**src/design/hst_pkg.sv**
```systemverilog
// Shared types, constants and helpers for the HTML span tokenizer.
// Used by every module of the block; depends on nothing.
package hst_pkg;

  localparam int MAX_LINE = 4096;
  localparam int COL_W    = $clog2(MAX_LINE);
  localparam int LEN_W    = COL_W + 1;
  localparam int CH_W     = 16;
  localparam int RECS     = 3;
  localparam int RIDX_W   = 2;
  localparam int QDEPTH   = 4;
  localparam int QPTR_W   = $clog2(QDEPTH);

  localparam logic [COL_W-1:0] COL_LAST = COL_W'(MAX_LINE - 1);

  localparam logic [CH_W-1:0] CH_NUL   = 16'h0000;
  localparam logic [CH_W-1:0] CH_SPACE = 16'h0020;
  localparam logic [CH_W-1:0] CH_BANG  = 16'h0021;
  localparam logic [CH_W-1:0] CH_AMP   = 16'h0026;
  localparam logic [CH_W-1:0] CH_DASH  = 16'h002D;
  localparam logic [CH_W-1:0] CH_SLASH = 16'h002F;
  localparam logic [CH_W-1:0] CH_SEMI  = 16'h003B;
  localparam logic [CH_W-1:0] CH_LT    = 16'h003C;
  localparam logic [CH_W-1:0] CH_EQ    = 16'h003D;
  localparam logic [CH_W-1:0] CH_GT    = 16'h003E;

  typedef enum logic [2:0] {
    MD_NORMAL  = 3'd0,
    MD_COMMENT = 3'd1,
    MD_TAG     = 3'd2,
    MD_ANAME   = 3'd3,
    MD_AVALUE  = 3'd4,
    MD_PREFIX  = 3'd5,
    MD_ENTITY  = 3'd6
  } mode_t;

  typedef enum logic [2:0] {
    CONS_ENTITY  = 3'd0,
    CONS_TAG     = 3'd1,
    CONS_COMMENT = 3'd2,
    CONS_ANAME   = 3'd3,
    CONS_AVALUE  = 3'd4
  } cons_t;

  typedef enum logic {
    REC_SPAN = 1'b0,
    REC_EOL  = 1'b1
  } kind_t;

  typedef struct packed {
    kind_t              kind;
    logic [COL_W-1:0]   start;
    logic [LEN_W-1:0]   len;
    cons_t              cons;
    mode_t              line_mode;
  } rec_t;

  // All records caused by one character; count is 1..RECS
  typedef struct packed {
    logic [RIDX_W-1:0]  count;
    rec_t [RECS-1:0]    recs;
  } bundle_t;

  typedef struct packed {
    logic     valid;
    bundle_t  data;
  } head_t;

  function automatic rec_t make_span(input logic [COL_W-1:0] b,
                                     input logic [COL_W-1:0] e,
                                     input cons_t c);
    rec_t r;
    r.kind      = REC_SPAN;
    r.start     = b;
    r.len       = (e >= b) ? ({1'b0, e - b} + LEN_W'(1)) : '0;
    r.cons      = c;
    r.line_mode = MD_NORMAL;
    return r;
  endfunction

  function automatic rec_t make_eol(input mode_t m);
    rec_t r;
    r.kind      = REC_EOL;
    r.start     = '0;
    r.len       = '0;
    r.cons      = CONS_ENTITY;
    r.line_mode = m;
    return r;
  endfunction

endpackage

```
**src/design/hst_front.sv**
```systemverilog
// Front end: takes one character per cycle while q_full is low, runs the scan
// mode machine and emits a bundle of up to three records into the queue. Uses hst_pkg.
module hst_front import hst_pkg::*; (
  input  logic             clk,
  input  logic             rst,
  input  logic [CH_W-1:0]  ch,
  input  logic             end_of_line,
  input  logic             new_document,
  input  logic             push,
  input  logic             q_full,
  output logic             q_push,
  output bundle_t          q_data
);

  mode_t              scan_mode, scan_mode_next;
  logic [1:0]         comment_prefix_count, comment_prefix_count_next;
  logic               space_pending, space_pending_next;
  logic [COL_W-1:0]   column, column_next;
  logic [COL_W-1:0]   span_begin, span_begin_next;
  logic [COL_W-1:0]   space_col, space_col_next;
  logic [1:0]         dash_run, dash_run_next;
  logic               comment_stuck, comment_stuck_next;
  logic [CH_W-1:0]    quote_char, quote_char_next;

  logic               accept;
  logic [COL_W-1:0]   col, nxt, cmt_end;
  logic               done, fresh;
  logic [RIDX_W-1:0]  n;
  rec_t [RECS-1:0]    recs;
  cons_t              eol_cons;

  assign accept = push && !q_full;

  always_comb begin
    // fresh document drops any partly read line
    scan_mode_next            = new_document ? MD_NORMAL : scan_mode;
    comment_prefix_count_next = new_document ? 2'd0 : comment_prefix_count;
    space_pending_next        = new_document ? 1'b0 : space_pending;
    column_next               = new_document ? '0 : column;
    span_begin_next           = new_document ? '0 : span_begin;
    space_col_next            = new_document ? '0 : space_col;
    dash_run_next             = new_document ? 2'd0 : dash_run;
    comment_stuck_next        = new_document ? 1'b0 : comment_stuck;
    quote_char_next           = new_document ? '0 : quote_char;

    col      = column_next;
    nxt      = (col < COL_LAST) ? col + COL_W'(1) : col;
    cmt_end  = (col >= COL_W'(2)) ? col - COL_W'(2) : '0;
    done     = 1'b0;
    fresh    = 1'b0;
    n        = '0;
    recs     = '0;
    eol_cons = CONS_TAG;

    // space seen with the previous accepted character in a tag: decided by this character
    if (space_pending_next) begin
      space_pending_next = 1'b0;
      if (ch == CH_SLASH) begin
        done = 1'b1;
      end else begin
        recs[n]         = make_span(span_begin_next, space_col_next, CONS_TAG);
        n               = n + RIDX_W'(1);
        scan_mode_next  = MD_ANAME;
        span_begin_next = col;
      end
    end

    if (!done && scan_mode_next == MD_NORMAL) begin
      if (ch == CH_LT) begin
        scan_mode_next            = MD_PREFIX;
        comment_prefix_count_next = 2'd1;
        span_begin_next           = col;
      end else if (ch == CH_AMP) begin
        scan_mode_next  = MD_ENTITY;
        span_begin_next = col;
      end
      done = 1'b1;
    end

    if (!done && scan_mode_next == MD_ENTITY) begin
      if (ch == CH_SEMI) begin
        recs[n]        = make_span(span_begin_next, col, CONS_ENTITY);
        n              = n + RIDX_W'(1);
        scan_mode_next = MD_NORMAL;
      end
      done = 1'b1;
    end

    if (!done && scan_mode_next == MD_PREFIX) begin
      if (ch == ((comment_prefix_count_next == 2'd1) ? CH_BANG : CH_DASH)) begin
        if (comment_prefix_count_next == 2'd3) begin
          scan_mode_next            = MD_COMMENT;
          dash_run_next             = 2'd2;
          comment_prefix_count_next = 2'd0;
        end else begin
          comment_prefix_count_next = comment_prefix_count_next + 2'd1;
        end
        done = 1'b1;
      end else begin
        // not a comment opener: the same character is read as tag text
        scan_mode_next            = MD_TAG;
        comment_prefix_count_next = 2'd0;
      end
    end

    if (!done && scan_mode_next == MD_COMMENT) begin
      if (!comment_stuck_next) begin
        if (ch == CH_DASH) begin
          if (dash_run_next < 2'd2) dash_run_next = dash_run_next + 2'd1;
        end else if (ch == CH_GT && dash_run_next == 2'd2) begin
          dash_run_next = 2'd0;
          if (cmt_end == '0) begin
            // closer at the head of a continued line
            comment_stuck_next = 1'b1;
          end else begin
            recs[n].kind      = REC_SPAN;
            recs[n].start     = span_begin_next;
            recs[n].len       = (cmt_end > span_begin_next) ?
                                {1'b0, cmt_end - span_begin_next} : '0;
            recs[n].cons      = CONS_COMMENT;
            recs[n].line_mode = MD_NORMAL;
            n                 = n + RIDX_W'(1);
            scan_mode_next    = MD_NORMAL;
          end
        end else begin
          dash_run_next = 2'd0;
        end
      end
      done = 1'b1;
    end

    if (!done && scan_mode_next == MD_TAG) begin
      if (ch == CH_SPACE) begin
        if (end_of_line) begin
          recs[n]        = make_span(span_begin_next, col, CONS_TAG);
          n              = n + RIDX_W'(1);
          scan_mode_next = MD_ANAME;
          fresh          = 1'b1;
        end else begin
          space_pending_next = 1'b1;
          space_col_next     = col;
        end
      end else if (ch == CH_GT) begin
        recs[n]        = make_span(span_begin_next, col, CONS_TAG);
        n              = n + RIDX_W'(1);
        scan_mode_next = MD_NORMAL;
      end
      done = 1'b1;
    end

    if (!done && scan_mode_next == MD_ANAME) begin
      if (ch == CH_EQ) begin
        recs[n]         = make_span(span_begin_next, col, CONS_ANAME);
        n               = n + RIDX_W'(1);
        scan_mode_next  = MD_AVALUE;
        span_begin_next = nxt;
        quote_char_next = CH_NUL;
        fresh           = 1'b1;
      end
      done = 1'b1;
    end

    if (!done && scan_mode_next == MD_AVALUE) begin
      if (ch == quote_char_next) begin
        recs[n]         = make_span(span_begin_next, col, CONS_AVALUE);
        n               = n + RIDX_W'(1);
        scan_mode_next  = MD_TAG;
        span_begin_next = nxt;
        fresh           = 1'b1;
      end else if (quote_char_next == CH_NUL) begin
        quote_char_next = ch;
      end
    end

    if (end_of_line) begin
      if (scan_mode_next == MD_ENTITY) scan_mode_next = MD_NORMAL;
      if (scan_mode_next == MD_PREFIX) scan_mode_next = MD_TAG;
      unique case (scan_mode_next)
        MD_COMMENT: eol_cons = CONS_COMMENT;
        MD_TAG:     eol_cons = CONS_TAG;
        MD_ANAME:   eol_cons = CONS_ANAME;
        MD_AVALUE:  eol_cons = CONS_AVALUE;
        default:    eol_cons = CONS_TAG;
      endcase
      if (!fresh && scan_mode_next != MD_NORMAL) begin
        recs[n] = make_span(span_begin_next, col, eol_cons);
        n       = n + RIDX_W'(1);
      end
      recs[n] = make_eol(scan_mode_next);
      n       = n + RIDX_W'(1);
      comment_prefix_count_next = 2'd0;
      space_pending_next        = 1'b0;
      column_next               = '0;
      span_begin_next           = '0;
      space_col_next            = '0;
      dash_run_next             = 2'd0;
      comment_stuck_next        = 1'b0;
      quote_char_next           = '0;
    end else begin
      column_next = nxt;
    end
  end

  always_ff @(posedge clk) begin
    if (rst) begin
      scan_mode            <= MD_NORMAL;
      comment_prefix_count <= 2'd0;
      space_pending        <= 1'b0;
      column               <= '0;
      span_begin           <= '0;
      space_col            <= '0;
      dash_run             <= 2'd0;
      comment_stuck        <= 1'b0;
      quote_char           <= '0;
    end else if (accept) begin
      scan_mode            <= scan_mode_next;
      comment_prefix_count <= comment_prefix_count_next;
      space_pending        <= space_pending_next;
      column               <= column_next;
      span_begin           <= span_begin_next;
      space_col            <= space_col_next;
      dash_run             <= dash_run_next;
      comment_stuck        <= comment_stuck_next;
      quote_char           <= quote_char_next;
    end
  end

  assign q_push       = accept && (n != '0);
  assign q_data.count = n;
  assign q_data.recs  = recs;

`ifndef SYNTHESIS
  a_eol_pushes: assert property (@(posedge clk) disable iff (rst)
    accept && end_of_line |-> q_push)
    else $error("line end produced no records");

  a_eol_last: assert property (@(posedge clk) disable iff (rst)
    accept && end_of_line |-> q_data.recs[n - RIDX_W'(1)].kind == REC_EOL)
    else $error("line end record is not the final record");

  a_space_line_clear: assert property (@(posedge clk) disable iff (rst)
    accept && end_of_line |=> !space_pending && column == '0)
    else $error("line state not cleared at line end");
`endif

endmodule

```
**src/design/hst_fifo.sv**
```systemverilog
// Short queue of record bundles between the front end and the back end.
// Uses hst_pkg.
module hst_fifo import hst_pkg::*; (
  input  logic     clk,
  input  logic     rst,
  input  logic     push,
  input  bundle_t  din,
  output logic     full,
  input  logic     pop,
  output head_t    head
);

  bundle_t             mem [QDEPTH];
  logic [QPTR_W-1:0]   wptr, rptr;
  logic [QPTR_W:0]     count;

  assign full       = (count == (QPTR_W+1)'(QDEPTH));
  assign head.valid = (count != '0);
  assign head.data  = mem[rptr];

  always_ff @(posedge clk) begin
    if (push && !full) mem[wptr] <= din;
  end

  always_ff @(posedge clk) begin
    if (rst) begin
      wptr  <= '0;
      rptr  <= '0;
      count <= '0;
    end else begin
      if (push && !full) wptr <= wptr + QPTR_W'(1);
      if (pop && head.valid) rptr <= rptr + QPTR_W'(1);
      unique case ({push && !full, pop && head.valid})
        2'b10:   count <= count + (QPTR_W+1)'(1);
        2'b01:   count <= count - (QPTR_W+1)'(1);
        default: count <= count;
      endcase
    end
  end

`ifndef SYNTHESIS
  a_no_overflow: assert property (@(posedge clk) disable iff (rst)
    !(push && full))
    else $error("bundle pushed into full queue");
`endif

endmodule

```
**src/design/hst_back.sv**
```systemverilog
// Back end: walks the records of the bundle at the queue head and hands
// them out one per pop, marking the final one. Uses hst_pkg.
module hst_back import hst_pkg::*; (
  input  logic               clk,
  input  logic               rst,
  input  head_t              head,
  output logic               head_pop,
  input  logic               pop,
  output logic               empty,
  output logic               record_kind,
  output logic [COL_W-1:0]   span_start,
  output logic [LEN_W-1:0]   span_length,
  output logic [2:0]         construct,
  output logic [2:0]         line_mode,
  output logic               last
);

  logic [RIDX_W-1:0]  sel, sel_next;
  rec_t               rec;

  assign empty       = !head.valid;
  assign rec         = head.data.recs[sel];
  assign last        = (sel == head.data.count - RIDX_W'(1));
  assign record_kind = rec.kind;
  assign span_start  = rec.start;
  assign span_length = rec.len;
  assign construct   = rec.cons;
  assign line_mode   = rec.line_mode;

  always_comb begin
    head_pop = 1'b0;
    sel_next = sel;
    if (pop && !empty) begin
      if (last) begin
        head_pop = 1'b1;
        sel_next = '0;
      end else begin
        sel_next = sel + RIDX_W'(1);
      end
    end
  end

  always_ff @(posedge clk) begin
    if (rst) sel <= '0;
    else     sel <= sel_next;
  end

`ifndef SYNTHESIS
  a_sel_in_bundle: assert property (@(posedge clk) disable iff (rst)
    !empty |-> sel < head.data.count)
    else $error("record index beyond bundle");

  a_sel_idle_zero: assert property (@(posedge clk) disable iff (rst)
    empty |-> sel == '0)
    else $error("record index left over with empty queue");
`endif

endmodule

```
**src/design/html_span_tokenizer.sv**
```systemverilog
// Channel   Handshake           Payload
// input     push / full         ch, end_of_line, new_document
// result    pop / empty         record_kind, span_start, span_length, construct,
//                               line_mode, last
//
// One character is accepted per cycle while full is low; its records
// (0 to 3) are registered into the queue. Results leave at one record per
// pop, so a stream that makes more than one record per character is paced
// by the result side. A 4-bundle queue separates the scanner from the record
// serializer; full rises only when that queue holds four bundles.
// rst is synchronous; after it the scan mode is normal and the queue empty.
// Top level of the HTML span tokenizer; uses hst_pkg, hst_front, hst_fifo, hst_back.
module html_span_tokenizer import hst_pkg::*; (
  input  logic               clk,
  input  logic               rst,
  input  logic [CH_W-1:0]    ch,
  input  logic               end_of_line,
  input  logic               new_document,
  input  logic               push,
  output logic               full,
  output logic               empty,
  input  logic               pop,
  output logic               record_kind,
  output logic [COL_W-1:0]   span_start,
  output logic [LEN_W-1:0]   span_length,
  output logic [2:0]         construct,
  output logic [2:0]         line_mode,
  output logic               last
);

  logic     q_push, q_pop;
  bundle_t  q_data;
  head_t    q_head;

  hst_front u_front (
    .clk          (clk),
    .rst          (rst),
    .ch           (ch),
    .end_of_line  (end_of_line),
    .new_document (new_document),
    .push         (push),
    .q_full       (full),
    .q_push       (q_push),
    .q_data       (q_data)
  );

  hst_fifo u_fifo (
    .clk  (clk),
    .rst  (rst),
    .push (q_push),
    .din  (q_data),
    .full (full),
    .pop  (q_pop),
    .head (q_head)
  );

  hst_back u_back (
    .clk         (clk),
    .rst         (rst),
    .head        (q_head),
    .head_pop    (q_pop),
    .pop         (pop),
    .empty       (empty),
    .record_kind (record_kind),
    .span_start  (span_start),
    .span_length (span_length),
    .construct   (construct),
    .line_mode   (line_mode),
    .last        (last)
  );

endmodule
```
**config.mk**
```make
export PLATFORM = sky130hd
export DESIGN_NAME = html_span_tokenizer
export DESIGN_NICKNAME = d
export VERILOG_FILES = /design/src/design/hst_pkg.sv /design/src/design/hst_front.sv /design/src/design/hst_fifo.sv /design/src/design/hst_back.sv /design/src/design/html_span_tokenizer.sv
export SDC_FILE = /design/constraint.sdc
export NUM_CORES = 1
export LEC_CHECK = 0
export BUFFER_PORTS_ARGS = -buffer_cell sky130_fd_sc_hd__buf_2
export CELL_PAD_IN_SITES_DETAIL_PLACEMENT = 1
export CELL_PAD_IN_SITES_GLOBAL_PLACEMENT = 1
export CORE_ASPECT_RATIO = 1.75
export CORE_UTILIZATION = 45
export CTS_BUF_LIST = sky130_fd_sc_hd__clkbuf_16
export CTS_CLUSTER_DIAMETER = 80
export CTS_CLUSTER_SIZE = 30
export DETAILED_ROUTE_END_ITERATION = 8
export PLACE_DENSITY_LB_ADDON = 0.05
export SLEW_MARGIN = 30
export SYNTH_ARGS = -nofsm -noshare
export SYNTH_HDL_FRONTEND = slang
export SYNTH_SLANG_ARGS = --single-unit
export TNS_END_PERCENT = 20
```
**constraint.sdc**
```tcl
create_clock -name clk -period 15.47 [get_ports clk]
set_input_delay 1.547 -clock clk [delete_from_list [all_inputs] [get_ports clk]]
set_output_delay 1.547 -clock clk [all_outputs]
set_load 0.1 [all_outputs]
```
==> impl_metrics.env <==
export IMPL_fin_nets=2521
export IMPL_power_share_sequential_pct=58.3
export IMPL_total_leakage_power_uw=0.009805
export IMPL_syn_num_nets=2525
export IMPL_drive_above_1_share_pct=12.25
export IMPL_routed_wl_met3_um=3233
export IMPL_peakVddDrop_v=0.00009971
export IMPL_required_ns=15.70
export IMPL_gp_congestion=0.9874
export IMPL_ys_ff_latch=464
export IMPL_status="finished, violations left"
export IMPL_rows=118
export IMPL_synth_top_family_by_area="compound AO/OA/AOI/OAI gates"
export IMPL_reg2reg_slack_ns=5.51
export IMPL_io_pins=57
export IMPL_drc=1
export IMPL_die_y_um=324.9
export IMPL_rr_worst_depth=30
export IMPL_hold_viol=0
export IMPL_insertion_delay_ns=0.60
export IMPL_synth_xor_area_share_pct=3.099
export IMPL_r2r_start="u_front.scan_mode[2]"
export IMPL_diodes=0
export IMPL_async_flop_share_pct=0
export IMPL_mostFrequentLayoutCells="edfxtp_1 (392), nor2_1 (220), nand2_1 (193)"
export IMPL_internal_power_uw=1716
export IMPL_ys_warn_count=0
export IMPL_finalClockSkew_ns=0.02469
export IMPL_first_global_vias=21420
export IMPL_cts_sinks=464
export IMPL_regArea_um2=13220
export IMPL_netSwitchingPower_uw=635.2
export IMPL_synthAdderAreaFrac_pct=4.928
export IMPL_path_delay_family="simple AND/OR/NAND/NOR gates"
export IMPL_yosys_area_share_simple_pct=14.14
export IMPL_place_detailed_hpwl_um=70340
export IMPL_synth_avg_cell_area_um2=11.17
export IMPL_syn_to_final_growth_pct=6.794
export IMPL_drtPass1Iterations=7
export IMPL_floorplan_initialDensity_pct=45.40
export IMPL_top_layer_used="met4"
export IMPL_whs_path_depth=2
export IMPL_cts_tree="done"
export IMPL_hp_class="reg2reg"
export IMPL_switching_share_pct=27.01
export IMPL_grt_setup_unrepaired="false"
export IMPL_max_freq_mhz=87.57
export IMPL_pwr_share_comb_pct=11.5
export IMPL_via_count=20130
export IMPL_die_width_um=186.5
export IMPL_maxSlewHeadroom_pct=30.73
export IMPL_crit_buf_inv=3
export IMPL_setup_violations_final=0
export IMPL_grt_pass1_wl_um=136600
export IMPL_io_buffers=56
export IMPL_synthMuxAreaShare_pct=9.851
export IMPL_crit_path_start_kind="primary input"
export IMPL_wl_per_cell_um=28.70
export IMPL_multi_input_area_um2=12570
export IMPL_wl_met1_um=34110
export IMPL_worst_path_most_repeated_cell="ha_1"
export IMPL_synth_cells=2401
export IMPL_cts_hold_fix_buffers=0
export IMPL_grt_usage_pct=30.19
export IMPL_fill_cells=6337
export IMPL_critPathCaptureType="register"
export IMPL_antenna_found_initial=0
export IMPL_worstHoldStart="u_front.space_col[9]"
export IMPL_hold_end="u_front.space_col[9]"
export IMPL_die_area_um2=60600
export IMPL_clk_pin_slew_ns=0.11
export IMPL_synth_edf_count=392
export IMPL_cts_inserted_buffers=22
export IMPL_cts_buffer_depth=3
export IMPL_slew_viol_final=0
export IMPL_htree_levels=1
export IMPL_min_period_ns=11.42
export IMPL_grt_max_degree=74
export IMPL_routed_via_density=6.313
export IMPL_maxCapViolCount=0
export IMPL_crit_path_max_fanout=55
export IMPL_final_common_cell="edfxtp_1"
export IMPL_critPathArrivalTime_ns=11.65
export IMPL_synth_cell_area_um2=26810
export IMPL_ant_nets=0
export IMPL_worstMarginPinSlew_ns=1.033
export IMPL_r2r_end="u_fifo.mem[3][30]"
export IMPL_crit_slowest_cell="and2_4"
export IMPL_violations="design-rule violations"
export IMPL_critPathKind="in2reg"
export IMPL_synth_compound_area_share_pct=14.70
export IMPL_ys_flop_type="edfxtp_1"
export IMPL_setup_tns_ns=0
export IMPL_yosysTopAreaCell="edfxtp_1"
export IMPL_met2WireLength_um=47950
export IMPL_drt_iter0_drc=1151
export IMPL_post_cts_buffers=0
export IMPL_finalPower_uw=2351
export IMPL_ys_types=102
export IMPL_wl_um=91500
export IMPL_synth_area_leaders="edfxtp_1 (44%), mux4_2 (8.2%), dfxtp_1 (5.4%)"
export IMPL_post_cts_resized=0
export IMPL_clkPwrFrac_pct=30.2
export IMPL_core_area_um2=59060
export IMPL_period_share_pct=73.82
export IMPL_gr_total_overflow=0
export IMPL_ys_seq_area_share_pct=49.28
export IMPL_power_density_nw_per_um2=82.12
export IMPL_clock_root_buffer="clkbuf_16"
export IMPL_critPathMaxStageDelay_ns=0.76
export IMPL_synth_top_cell_area_share_pct=43.90
## cell type report
type | count | share of cell area, %
clock buffer | 23 | 2.010
tap | 780 | 3.408
timing repair buffer | 98 | 2.093
inverter | 144 | 1.896
sequential | 464 | 46.18
clock inverter | 12 | 0.5025
multi-input combinational | 1667 | 43.91
## cells in the mapped netlist, types with 40 or more instances
master / instances
mux2i_1: 40
a21oi_1: 97
o22ai_1: 77
dfxtp_1: 72
ha_1: 96
o21ai_0: 100
nand2_1: 193
nor3_1: 47
nor2_1: 221
clkbuf_1: 91
xnor2_1: 57
inv_1: 141
mux4_2: 98
edfxtp_1: 392
nand3_1: 59
a22oi_1: 60
nor2b_1: 49
## state kept, by name, indices dropped and copies added, names as in the netlist, 2 cells and up, named ones only
signal / cells
u_front.column: 12
u_front.comment_prefix_count: 2
u_front.dash_run: 2
u_front.span_begin: 12
u_fifo.count: 3
u_front.scan_mode: 3
u_front.quote_char: 16
u_fifo.rptr: 2
u_fifo.mem: 392
u_fifo.wptr: 2
u_front.space_col: 12
u_back.sel: 2
## metrics by stage
stage / worst slack (ns) / instance area (um2) / utilization (%) / cells / hold slack [ns]
CTS: 4.016 / 28630 / 48.47 / 3188 / 0.4766
global placement: 3.845 / 27880 / 47.22 / 3153 / 0.4437
detailed placement: 3.411 / 27910 / 47.26 / 3153 / 0.4569
floorplan: 4.095 / 26810 / - / 2401 / 0.4318
finish: 4.050 / 28630 / 48.49 / 3188 / 0.4701
global route: 3.304 / 28630 / 48.49 / 3188 / 0.5241
## cells by family after synthesis
group	after synthesis
buffers and inverters	270
AO/OA/AOI/OAI	571
flip-flops	464
adder cells (fa/ha/maj)	102
AND/OR/NAND/NOR	759
XOR/XNOR	94
multiplexers	141
## power groups by stage
stage	registers [uW]	clock network, uW	logic [uW]
floorplan	1400	0	210
global placement	1400	0	270
detailed placement	1400	0	273
CTS	1370	725	274
global route	1370	759	284
finish	1370	710	271
## routing by layer
metal / vias up / track usage [%]
li1: 9075 / -
met1: 10320 / 33.59
met2: 515 / 55.45
met3: 212 / 2.730
met4: 0 / 18.28
met5: - / 0
## worst min-delay path: stages (launching register included)
cell	delay [ns]
dfxtp_1	0.33
nand2_1	0.05
a21oi_1	0.06
## worst max-delay path by stage
| stage | from | end | cells after the start |
|---|---|---|---|
| after CTS | ch[8] | u_fifo.mem[3][88] | 31 |
| after detailed placement | ch[8] | u_fifo.mem[3][50] | 31 |
| final | ch[8] | u_fifo.mem[3][30] | 31 |
| after global routing | ch[8] | u_fifo.mem[3][30] | 31 |
| after floorplan | ch[7] | u_fifo.mem[0][0] | 32 |
| after global placement | ch[8] | u_fifo.mem[3][62] | 31 |
(Power assumes the default switching activity.)
